$ cat src/rtl/sac_pkg.sv
// Shared types and constants for the stepper axis controller.
// Used by sac_next_state and stepper_axis_controller_core; no dependencies.
`timescale 1ns / 1ps

package sac_pkg;

  // Width of the internal position counter.
  localparam int POS_BITS = 16;

  // Reset values of the configuration registers.
  localparam logic [7:0]  HALF_PERIOD_RST = 8'd2;
  localparam logic [15:0] TRAVEL_MAX_RST  = 16'd1000;
  localparam logic [7:0]  SOFT_MARGIN_RST = 8'd50;

  // Configuration register indexes.
  typedef enum logic [1:0] {
    REG_HALF_PERIOD = 2'd0,
    REG_TRAVEL_MAX  = 2'd1,
    REG_SOFT_MARGIN = 2'd2,
    REG_INVERT_DIR  = 2'd3
  } sac_reg_t;

  // Request operation codes.
  typedef enum logic [1:0] {
    OP_TICK  = 2'd0,
    OP_HOME  = 2'd1,
    OP_MOVE  = 2'd2,
    OP_SPARE = 2'd3
  } sac_op_t;

  // Motion modes.
  typedef enum logic [1:0] {
    MODE_IDLE   = 2'd0,
    MODE_HOMING = 2'd1,
    MODE_MOVING = 2'd2
  } sac_mode_t;

  // Stop reasons.
  typedef enum logic [1:0] {
    WHY_NONE   = 2'd0,
    WHY_COUNT  = 2'd1,
    WHY_SWITCH = 2'd2,
    WHY_SOFT   = 2'd3
  } sac_why_t;

  // Configuration register set.
  typedef struct packed {
    logic [7:0]  half_period_ticks;
    logic [15:0] travel_max;
    logic [7:0]  soft_margin;
    logic        invert_direction;
  } sac_cfg_t;

  // Controller state.
  typedef struct packed {
    sac_mode_t           mode;
    logic                pulse_low_phase;
    logic [7:0]          tick_count;
    logic [15:0]         steps_done;
    logic [15:0]         steps_target;
    logic                moving_home;
    logic [POS_BITS-1:0] axis_position;
    logic                step_line;
    logic                dir_line;
    sac_why_t            last_reason;
  } sac_state_t;

  // One result item.
  typedef struct packed {
    logic        step_level;
    logic        dir_level;
    logic        drive_enabled;
    logic        busy_res;
    logic [15:0] position;
    logic [1:0]  stop_reason;
  } sac_result_t;

endpackage

$ cat src/rtl/stepper_axis_controller_core.sv
// Top level of the single-axis stepper controller with homing.
// Depends on sac_pkg and sac_next_state.
`timescale 1ns / 1ps

// Usage:
// Requests arrive on the in_ channel (valid/stall): a time tick, a homing
// command or a move command, each carrying a home switch sample. Every
// accepted request yields exactly one result on the out_ channel with the
// step, direction and enable levels, busy flag, position and stop reason
// as they stand after that request.
// A request accepted at an edge shows its result on the out_ ports right
// after that edge unless an earlier result still waits there. One request
// is taken per cycle while in_stall is low; the state update is one pass of
// compare and increment logic between the state registers.
// The result side has an output register backed by a skid register, so a
// request is still taken while one result waits. in_stall rises only when
// both hold results, and drops as soon as the receiver takes one.
// Configuration writes (cfg_wr_en, cfg_index, cfg_data) take effect at the
// next edge; the user must make them only while idle (not enforced here).
// Synchronous reset (rst_n low) returns the registers to their defaults,
// clears the motion state and empties the output stages.

module stepper_axis_controller_core (
  input  logic        clk,
  input  logic        rst_n,
  // Configuration port
  input  logic        cfg_wr_en,
  input  logic [1:0]  cfg_index,
  input  logic [15:0] cfg_data,
  // Request channel
  input  logic        in_valid,
  output logic        in_stall,
  input  logic [1:0]  in_operation,
  input  logic [15:0] in_step_count,
  input  logic        in_toward_home,
  input  logic        in_home_switch,
  // Result channel
  output logic        out_valid,
  input  logic        out_stall,
  output logic        out_step_level,
  output logic        out_dir_level,
  output logic        out_drive_enabled,
  output logic        out_busy_res,
  output logic [15:0] out_position,
  output logic [1:0]  out_stop_reason
);
  import sac_pkg::*;

  sac_cfg_t    cfg_r;
  sac_state_t  state_r;
  sac_state_t  state_nxt;
  sac_result_t res_nxt;
  sac_result_t out_r;
  sac_result_t skid_r;
  logic        out_valid_r;
  logic        skid_valid_r;
  logic        in_take;
  logic        out_take;
  logic        busy_nxt;

  assign in_stall = skid_valid_r;
  assign in_take  = in_valid && !skid_valid_r;
  assign out_take = out_valid_r && !out_stall;

  // Configuration registers.
  always_ff @(posedge clk) begin
    if (!rst_n) begin
      cfg_r.half_period_ticks <= HALF_PERIOD_RST;
      cfg_r.travel_max        <= TRAVEL_MAX_RST;
      cfg_r.soft_margin       <= SOFT_MARGIN_RST;
      cfg_r.invert_direction  <= 1'b0;
    end else if (cfg_wr_en) begin
      case (sac_reg_t'(cfg_index))
        REG_HALF_PERIOD: cfg_r.half_period_ticks <= cfg_data[7:0];
        REG_TRAVEL_MAX:  cfg_r.travel_max        <= cfg_data;
        REG_SOFT_MARGIN: cfg_r.soft_margin       <= cfg_data[7:0];
        REG_INVERT_DIR:  cfg_r.invert_direction  <= cfg_data[0];
        default: begin
          cfg_r <= cfg_r;
        end
      endcase
    end
  end

  // Next state for the request on the input ports.
  sac_next_state u_next (
    .st          (state_r),
    .cfg         (cfg_r),
    .op          (in_operation),
    .step_count  (in_step_count),
    .toward_home (in_toward_home),
    .home_switch (in_home_switch),
    .nxt         (state_nxt)
  );

  // Result fields as seen after the update.
  always_comb begin
    busy_nxt              = (state_nxt.mode == MODE_HOMING) ||
                            (state_nxt.mode == MODE_MOVING);
    res_nxt.step_level    = state_nxt.step_line;
    res_nxt.dir_level     = state_nxt.dir_line;
    res_nxt.drive_enabled = busy_nxt;
    res_nxt.busy_res      = busy_nxt;
    res_nxt.position      = 16'(state_nxt.axis_position);
    res_nxt.stop_reason   = state_nxt.last_reason;
  end

  // Controller state registers.
  always_ff @(posedge clk) begin
    if (!rst_n) begin
      state_r.mode            <= MODE_IDLE;
      state_r.pulse_low_phase <= 1'b0;
      state_r.tick_count      <= 8'd0;
      state_r.steps_done      <= 16'd0;
      state_r.steps_target    <= 16'd0;
      state_r.moving_home     <= 1'b0;
      state_r.axis_position   <= '0;
      state_r.step_line       <= 1'b0;
      state_r.dir_line        <= 1'b0;
      state_r.last_reason     <= WHY_NONE;
    end else if (in_take) begin
      state_r <= state_nxt;
    end
  end

  // Output register and skid register valid flags.
  always_ff @(posedge clk) begin
    if (!rst_n) begin
      out_valid_r  <= 1'b0;
      skid_valid_r <= 1'b0;
    end else begin
      if (!out_valid_r) begin
        out_valid_r <= in_take;
      end else if (out_take) begin
        out_valid_r  <= skid_valid_r || in_take;
        skid_valid_r <= 1'b0;
      end else if (in_take) begin
        skid_valid_r <= 1'b1;
      end
    end
  end

  // Output and skid payload.
  always_ff @(posedge clk) begin
    if (!out_valid_r || out_take) begin
      out_r <= skid_valid_r ? skid_r : res_nxt;
    end
    if (out_valid_r && !out_take && in_take) begin
      skid_r <= res_nxt;
    end
  end

  assign out_valid         = out_valid_r;
  assign out_step_level    = out_r.step_level;
  assign out_dir_level     = out_r.dir_level;
  assign out_drive_enabled = out_r.drive_enabled;
  assign out_busy_res      = out_r.busy_res;
  assign out_position      = out_r.position;
  assign out_stop_reason   = out_r.stop_reason;

endmodule

$ cat src/rtl/sac_next_state.sv
// Next-state logic of the stepper axis controller for one request.
// Depends on sac_pkg for the state, configuration and code types.
`timescale 1ns / 1ps

module sac_next_state (
  input  sac_pkg::sac_state_t st,
  input  sac_pkg::sac_cfg_t   cfg,
  input  logic [1:0]          op,
  input  logic [15:0]         step_count,
  input  logic                toward_home,
  input  logic                home_switch,
  output sac_pkg::sac_state_t nxt
);
  import sac_pkg::*;

  localparam logic [POS_BITS-1:0] POS_MAX = '1;

  logic [15:0] soft_limit;
  logic [7:0]  half_period;
  logic [7:0]  tick_inc;
  logic [15:0] steps_inc;
  logic        pos_nonzero;
  logic        pos_below_max;
  logic        pos_at_limit;

  // Shared compares; position is widened so counter widths up to 32 bits compare cleanly.
  always_comb begin
    soft_limit    = (cfg.travel_max > 16'(cfg.soft_margin)) ?
                    (cfg.travel_max - 16'(cfg.soft_margin)) : 16'd0;
    half_period   = (cfg.half_period_ticks == 8'd0) ? 8'd1 : cfg.half_period_ticks;
    tick_inc      = st.tick_count + 8'd1;
    steps_inc     = st.steps_done + 16'd1;
    pos_nonzero   = (st.axis_position != '0);
    pos_below_max = (32'(st.axis_position) < 32'(cfg.travel_max));
    pos_at_limit  = (32'(st.axis_position) >= 32'(soft_limit));
  end

  // State update for tick, homing and move requests.
  always_comb begin
    nxt = st;
    case (sac_op_t'(op))
      OP_TICK: begin
        if (st.mode == MODE_HOMING || st.mode == MODE_MOVING) begin
          if ((st.mode == MODE_HOMING || st.moving_home) && !home_switch) begin
            // Switch closed while running toward home.
            nxt.axis_position   = '0;
            nxt.mode            = MODE_IDLE;
            nxt.step_line       = 1'b0;
            nxt.pulse_low_phase = 1'b0;
            nxt.tick_count      = 8'd0;
            nxt.last_reason     = WHY_SWITCH;
          end else if (st.mode == MODE_MOVING && !st.moving_home && pos_at_limit) begin
            // Outward move reached the soft limit.
            nxt.mode            = MODE_IDLE;
            nxt.step_line       = 1'b0;
            nxt.pulse_low_phase = 1'b0;
            nxt.tick_count      = 8'd0;
            nxt.last_reason     = WHY_SOFT;
          end else if (tick_inc < half_period) begin
            nxt.tick_count = tick_inc;
          end else begin
            nxt.tick_count = 8'd0;
            if (!st.pulse_low_phase) begin
              // Falling edge of the step line: count the step in a move.
              nxt.step_line       = 1'b0;
              nxt.pulse_low_phase = 1'b1;
              if (st.mode == MODE_MOVING) begin
                if (st.moving_home) begin
                  if (pos_nonzero) nxt.axis_position = st.axis_position - POS_BITS'(1);
                end else if (st.axis_position != POS_MAX) begin
                  nxt.axis_position = st.axis_position + POS_BITS'(1);
                end
                nxt.steps_done = steps_inc;
                if (steps_inc >= st.steps_target) begin
                  nxt.mode            = MODE_IDLE;
                  nxt.step_line       = 1'b0;
                  nxt.pulse_low_phase = 1'b0;
                  nxt.last_reason     = WHY_COUNT;
                end
              end
            end else begin
              nxt.step_line       = 1'b1;
              nxt.pulse_low_phase = 1'b0;
            end
          end
        end else begin
          nxt.mode = MODE_IDLE;
        end
      end
      OP_HOME: begin
        if (home_switch) nxt.dir_line = ~cfg.invert_direction;
        nxt.moving_home     = 1'b1;
        nxt.step_line       = 1'b0;
        nxt.pulse_low_phase = 1'b0;
        nxt.tick_count      = 8'd0;
        if (!home_switch) begin
          // Already at home.
          nxt.axis_position = '0;
          nxt.mode          = MODE_IDLE;
          nxt.last_reason   = WHY_SWITCH;
        end else begin
          nxt.mode        = MODE_HOMING;
          nxt.step_line   = 1'b1;
          nxt.steps_done  = 16'd0;
          nxt.last_reason = WHY_NONE;
        end
      end
      OP_MOVE: begin
        // Direction changes only when the position bound allows the move.
        if (toward_home && pos_nonzero) nxt.dir_line = ~cfg.invert_direction;
        else if (!toward_home && pos_below_max) nxt.dir_line = cfg.invert_direction;
        nxt.moving_home     = toward_home;
        nxt.steps_target    = step_count;
        nxt.step_line       = 1'b0;
        nxt.pulse_low_phase = 1'b0;
        nxt.tick_count      = 8'd0;
        nxt.mode            = MODE_IDLE;
        if (toward_home && !home_switch) begin
          nxt.axis_position = '0;
          nxt.last_reason   = WHY_SWITCH;
        end else if (!toward_home && pos_at_limit) begin
          nxt.last_reason = WHY_SOFT;
        end else if (step_count == 16'd0) begin
          nxt.last_reason = WHY_COUNT;
        end else begin
          nxt.mode        = MODE_MOVING;
          nxt.step_line   = 1'b1;
          nxt.steps_done  = 16'd0;
          nxt.last_reason = WHY_NONE;
        end
      end
      default: begin
        nxt = st;
      end
    endcase
  end

endmodule
$ cat config.mk
export PLATFORM = sky130hd
export DESIGN_NAME = stepper_axis_controller_core
export DESIGN_NICKNAME = d
export VERILOG_FILES = /design/src/rtl/sac_pkg.sv /design/src/rtl/stepper_axis_controller_core.sv /design/src/rtl/sac_next_state.sv
export SDC_FILE = /design/constraint.sdc
export NUM_CORES = 1
export LEC_CHECK = 0
export BUFFER_PORTS_ARGS = -buffer_cell sky130_fd_sc_hd__buf_4
export CORE_ASPECT_RATIO = 0.7
export CORE_MARGIN = 10
export CORE_UTILIZATION = 39
export CTS_CLUSTER_SIZE = 14
export DETAILED_ROUTE_END_ITERATION = 10
export PLACE_DENSITY = 0.68
export SKIP_LAST_GASP = 1
export SYNTH_ARGS = -nofsm -noshare
export SYNTH_HDL_FRONTEND = slang
export SYNTH_SLANG_ARGS = --single-unit
$ cat constraint.sdc
create_clock -name clk -period 5.5 [get_ports clk]
set_input_delay 1.375 -clock clk [delete_from_list [all_inputs] [get_ports clk]]
set_output_delay 1.375 -clock clk [all_outputs]
set_load 0.01 [all_outputs]
==> flow_metrics.env <==
export IMPL_outcome="completed"
export IMPL_cts_tree="yes"
export IMPL_post_route_period_util_pct=93.12
export IMPL_busiest_layer="met1"
export IMPL_p_leak_nw=4.148
export IMPL_crit_path_end_kind="register"
export IMPL_min_path_type="reg -> reg"
export IMPL_tightest_slew_ns=1.187
export IMPL_r2r_cells=22
export IMPL_path_clk_slew_ns=0.07
export IMPL_synth_compound_area_share_pct=22.18
export IMPL_fin_crit_ns=5.122
export IMPL_reg2reg_slack_ns=0.38
export IMPL_min_delay_start="state_r[29]"
export IMPL_core_area_um2=22730
export IMPL_powerDensity_nw_per_um2=255.4
export IMPL_worstPathArrival_ns=5.31
export IMPL_use_met1_pct=25.32
export IMPL_finalSetupViolCount=0
export IMPL_firstDrtPassIters=5
export IMPL_cts_hold_buffers=0
export IMPL_antenna_found_initial=1
export IMPL_relSlewSlack_pct=19.78
export IMPL_grt_first_pass_wirelength_mm=41.90
export IMPL_synth_top_area_cell="dfxtp_1"
export IMPL_grtUsageMet3_pct=4.607
export IMPL_grt_pass1_vias=7816
export IMPL_synthAdderAreaFrac_pct=10.30
export IMPL_place_ws_ns=0.06182
export IMPL_drive_gt1_share_pct=13.69
export IMPL_yosysTopAreaCellShare_pct=21.86
export IMPL_ys_ff_latch=141
export IMPL_area_delta_synth_final_pct=16.15
export IMPL_grt_use_met2_pct=23.41
export IMPL_reg2reg_from="cfg_r[9]"
export IMPL_synth_xor_area_share_pct=2.898
export IMPL_ys_seq_area_share_pct=35.77
export IMPL_start_kind="register"
export IMPL_synth_top_family_by_area="compound AO/OA/AOI/OAI gates"
export IMPL_synth_area_leaders="dfxtp_1 (22%), edfxtp_1 (14%), ha_1 (10%)"
export IMPL_worstPathCellList="inv_1, ha_1, inv_1, fa_1, a21o_1, a21oi_1, o21bai_1, a21oi_1, o21ai_0, o31a_1, or3_4, o21ai_0, ha_1, a211oi_1, o21ai_0, a221oi_2, buf_4, o21a_2, o21ai_2, a21oi_1, o211ai_1, mux2_2"
export IMPL_muxShareOfSynthArea_pct=3.285
export IMPL_cts_max_level=4
export IMPL_ant_nets=0
export IMPL_cts_made_buffers=17
export IMPL_io_pins=67
export IMPL_critPathSlowestCell="or3_4"
export IMPL_hold_end="state_r[29]"
export IMPL_drt_iter0_markers=934
export IMPL_viasPerCell=5.684
export IMPL_place_inst=1433
export IMPL_rows=46
export IMPL_postLayoutCellArea_um2=10530
export IMPL_async_reset_ff_share_pct=0
export IMPL_place_congestion=0.9633
export IMPL_start_util_pct=39.88
export IMPL_routed_wl_mm=25.81
export IMPL_crit_path_max_fanout=14
export IMPL_yosys_cell_types_count=82
export IMPL_fin_cells=1467
export IMPL_synth_cells=1094
export IMPL_design_power_total_w=0.002689
export IMPL_num_vias=8338
export IMPL_synth_edf_count=42
export IMPL_grt_overflow_total=0
export IMPL_wl_per_cell_um=17.59
export IMPL_criticalPathCategory="reg -> reg"
export IMPL_critPathLaunch="cfg_r[9]"
export IMPL_fin_hold_ws_ns=0.4542
export IMPL_required_ns=5.69
export IMPL_critPathBufInv=3
export IMPL_ys_warn_count=0
export IMPL_drcViolationCount=0
export IMPL_die_width_um=202.2
export IMPL_track_usage_pct=17.18
export IMPL_dp_hpwl_mm=18.92
export IMPL_die_area_um2=29840
export IMPL_r2r_end="out_position[15]"
export IMPL_grt_max_degree=56
export IMPL_syn_avg_cell_area_um2=8.287
export IMPL_slew_viol_final=0
export IMPL_fin_skew_ns=0.01510
export IMPL_hold_viol=0
export IMPL_die_h_um=147.6
export IMPL_ys_flop_type="dfxtp_1"
export IMPL_finalWorstSetupSlack_ns=0.3782
export IMPL_netlist_area_um2=9066
export IMPL_peakVddDrop_mv=0.2183
export IMPL_holdPathStages=2
export IMPL_syn_nets=1211
export IMPL_cts_buffer_depth=2
export IMPL_buffer_ports_inserted=66
export IMPL_fmax_mhz=195.2
export IMPL_yosys_area_share_simple_pct=20.27
export IMPL_post_dp_cell_area_um2=9847
export IMPL_layout_nets=1258
export IMPL_cpPeakStageDelay_ns=0.45
export IMPL_crit_family="compound AO/OA/AOI/OAI gates"
export IMPL_cts_sinks=141
export IMPL_clkLatencyLatePin_ns=0.45
export IMPL_maxCapViolCount=0
export IMPL_clock_root_buffer="clkbuf_16"
==> placed cells by master (no fill, tap or decap), types with 5 or more instances in the layout <==
cell	netlist	routed
buf_4	1	83
a21oi_1	93	92
dfxtp_1	99	99
inv_1	67	66
and3_1	11	11
a31oi_1	17	17
nor4_1	9	9
nand2_1	158	158
o211ai_1	23	23
nand4_1	21	21
nor2b_1	8	8
a21o_1	13	13
nand3_1	33	33
o22ai_1	5	5
clkbuf_16	0	17
mux2_2	18	18
o21a_1	8	7
o21ai_0	76	75
xor2_1	10	10
or3_1	8	7
ha_1	73	73
nor3_1	27	26
a211oi_1	15	13
nand2b_1	7	7
xnor2_1	20	20
nor2_1	74	74
and2_1	6	6
mux2i_1	8	8
edfxtp_1	42	42
==> worst register-to-register path, cell delays in order (launching register included) <==
cell and delay, ns:
dfxtp_1 0.32, inv_1 0.05, ha_1 0.15, inv_1 0.05, fa_1 0.40, a21o_1 0.20, a21oi_1 0.24, o21bai_1 0.09
a21oi_1 0.22, o21ai_0 0.15, o31a_1 0.14, or3_4 0.45, o21ai_0 0.12, ha_1 0.28, a211oi_1 0.23, o21ai_0 0.15
a221oi_2 0.26, buf_4 0.17, o21a_2 0.22, o21ai_2 0.18, a21oi_1 0.25, o211ai_1 0.22, mux2_2 0.31
==> cell type report <==
type | instances | area, um2
Tap cell | 312 | 390.4
Fill cell | 2218 | 12200
Clock buffer | 17 | 425.4
Clock inverter | 15 | 193.9
Multi-Input combinational cell | 830 | 5396
Sequential cell | 141 | 3243
Timing Repair Buffer | 83 | 623.1
Antenna cell | 1 | 2.502
Inverter | 68 | 255.2
==> stage by stage <==
stage	util (%)	setup TNS (ns)
global placement	43.31	0
floorplan	-	0
finish	46.32	0
CTS	46.04	0
detailed placement	43.31	0
global route	46.32	-0.04932
==> routing by layer <==
layer	vias up	wire length, um
met5	-	0
met1	3894	13010
met2	335	10170
li1	4075	-
met3	34	2140
met4	0	488
==> how the worst max path moves through the flow <==
stage / endpoint / slack, ns / depth (start not counted)
2_1_floorplan: out_step_level / 0.73 / 23
5_1_grt: out_position[10] / -0.03 / 23
6_report: out_position[15] / 0.38 / 22
3_3_place_gp: out_drive_enabled / 0.22 / 21
3_5_place_dp: out_drive_enabled / 0.06 / 21
4_1_cts: out_drive_enabled / 0.003 / 21
==> state kept, by name (all words and copies together), names as in the netlist <==
name and count:
out_step_level 1, out_position 16, out_dir_level 1, skid_r 21, state_r 64, cfg_r 33, out_valid 1, in_stall 1
out_stop_reason 2, out_drive_enabled 1
==> Yosys cell counts (9+ instances only) <==
library cell / count
ha_1: 73
a31oi_1: 17
dfxtp_1: 99
nand3_1: 33
nor2_1: 74
nor4_1: 9
xnor2_1: 20
xor2_1: 10
o21ai_0: 76
inv_1: 67
nand2_1: 158
and3_1: 11
a21oi_1: 93
mux2_2: 18
nor3_1: 27
a211oi_1: 15
a21o_1: 13
nand4_1: 21
edfxtp_1: 42
o211ai_1: 23
clkbuf_1: 44
==> report_power, final <==
part | switching (W) | internal, W | total, W
sequential | 0.0000254 | 0.00111 | 0.00113
combinational | 0.000192 | 0.000126 | 0.000318
clock | 0.000483 | 0.000757 | 0.00124
total | 0.000701 | 0.00199 | 0.00269
==> cells by family after synthesis <==
kind of cell,after synthesis
AO/OA/AOI/OAI,312
XOR/XNOR,30
adder cells (fa/ha/maj),74
buffers and inverters,123
flip-flops,141
multiplexers,27
AND/OR/NAND/NOR,387
==> timing repair <==
action | in CTS | in global routing
buffers inserted | 0 | 1
hold endpoints to repair | 0 | 0
resized for setup | 0 | 10
setup endpoints to repair | 0 | 71
(Power assumes the default switching activity.)
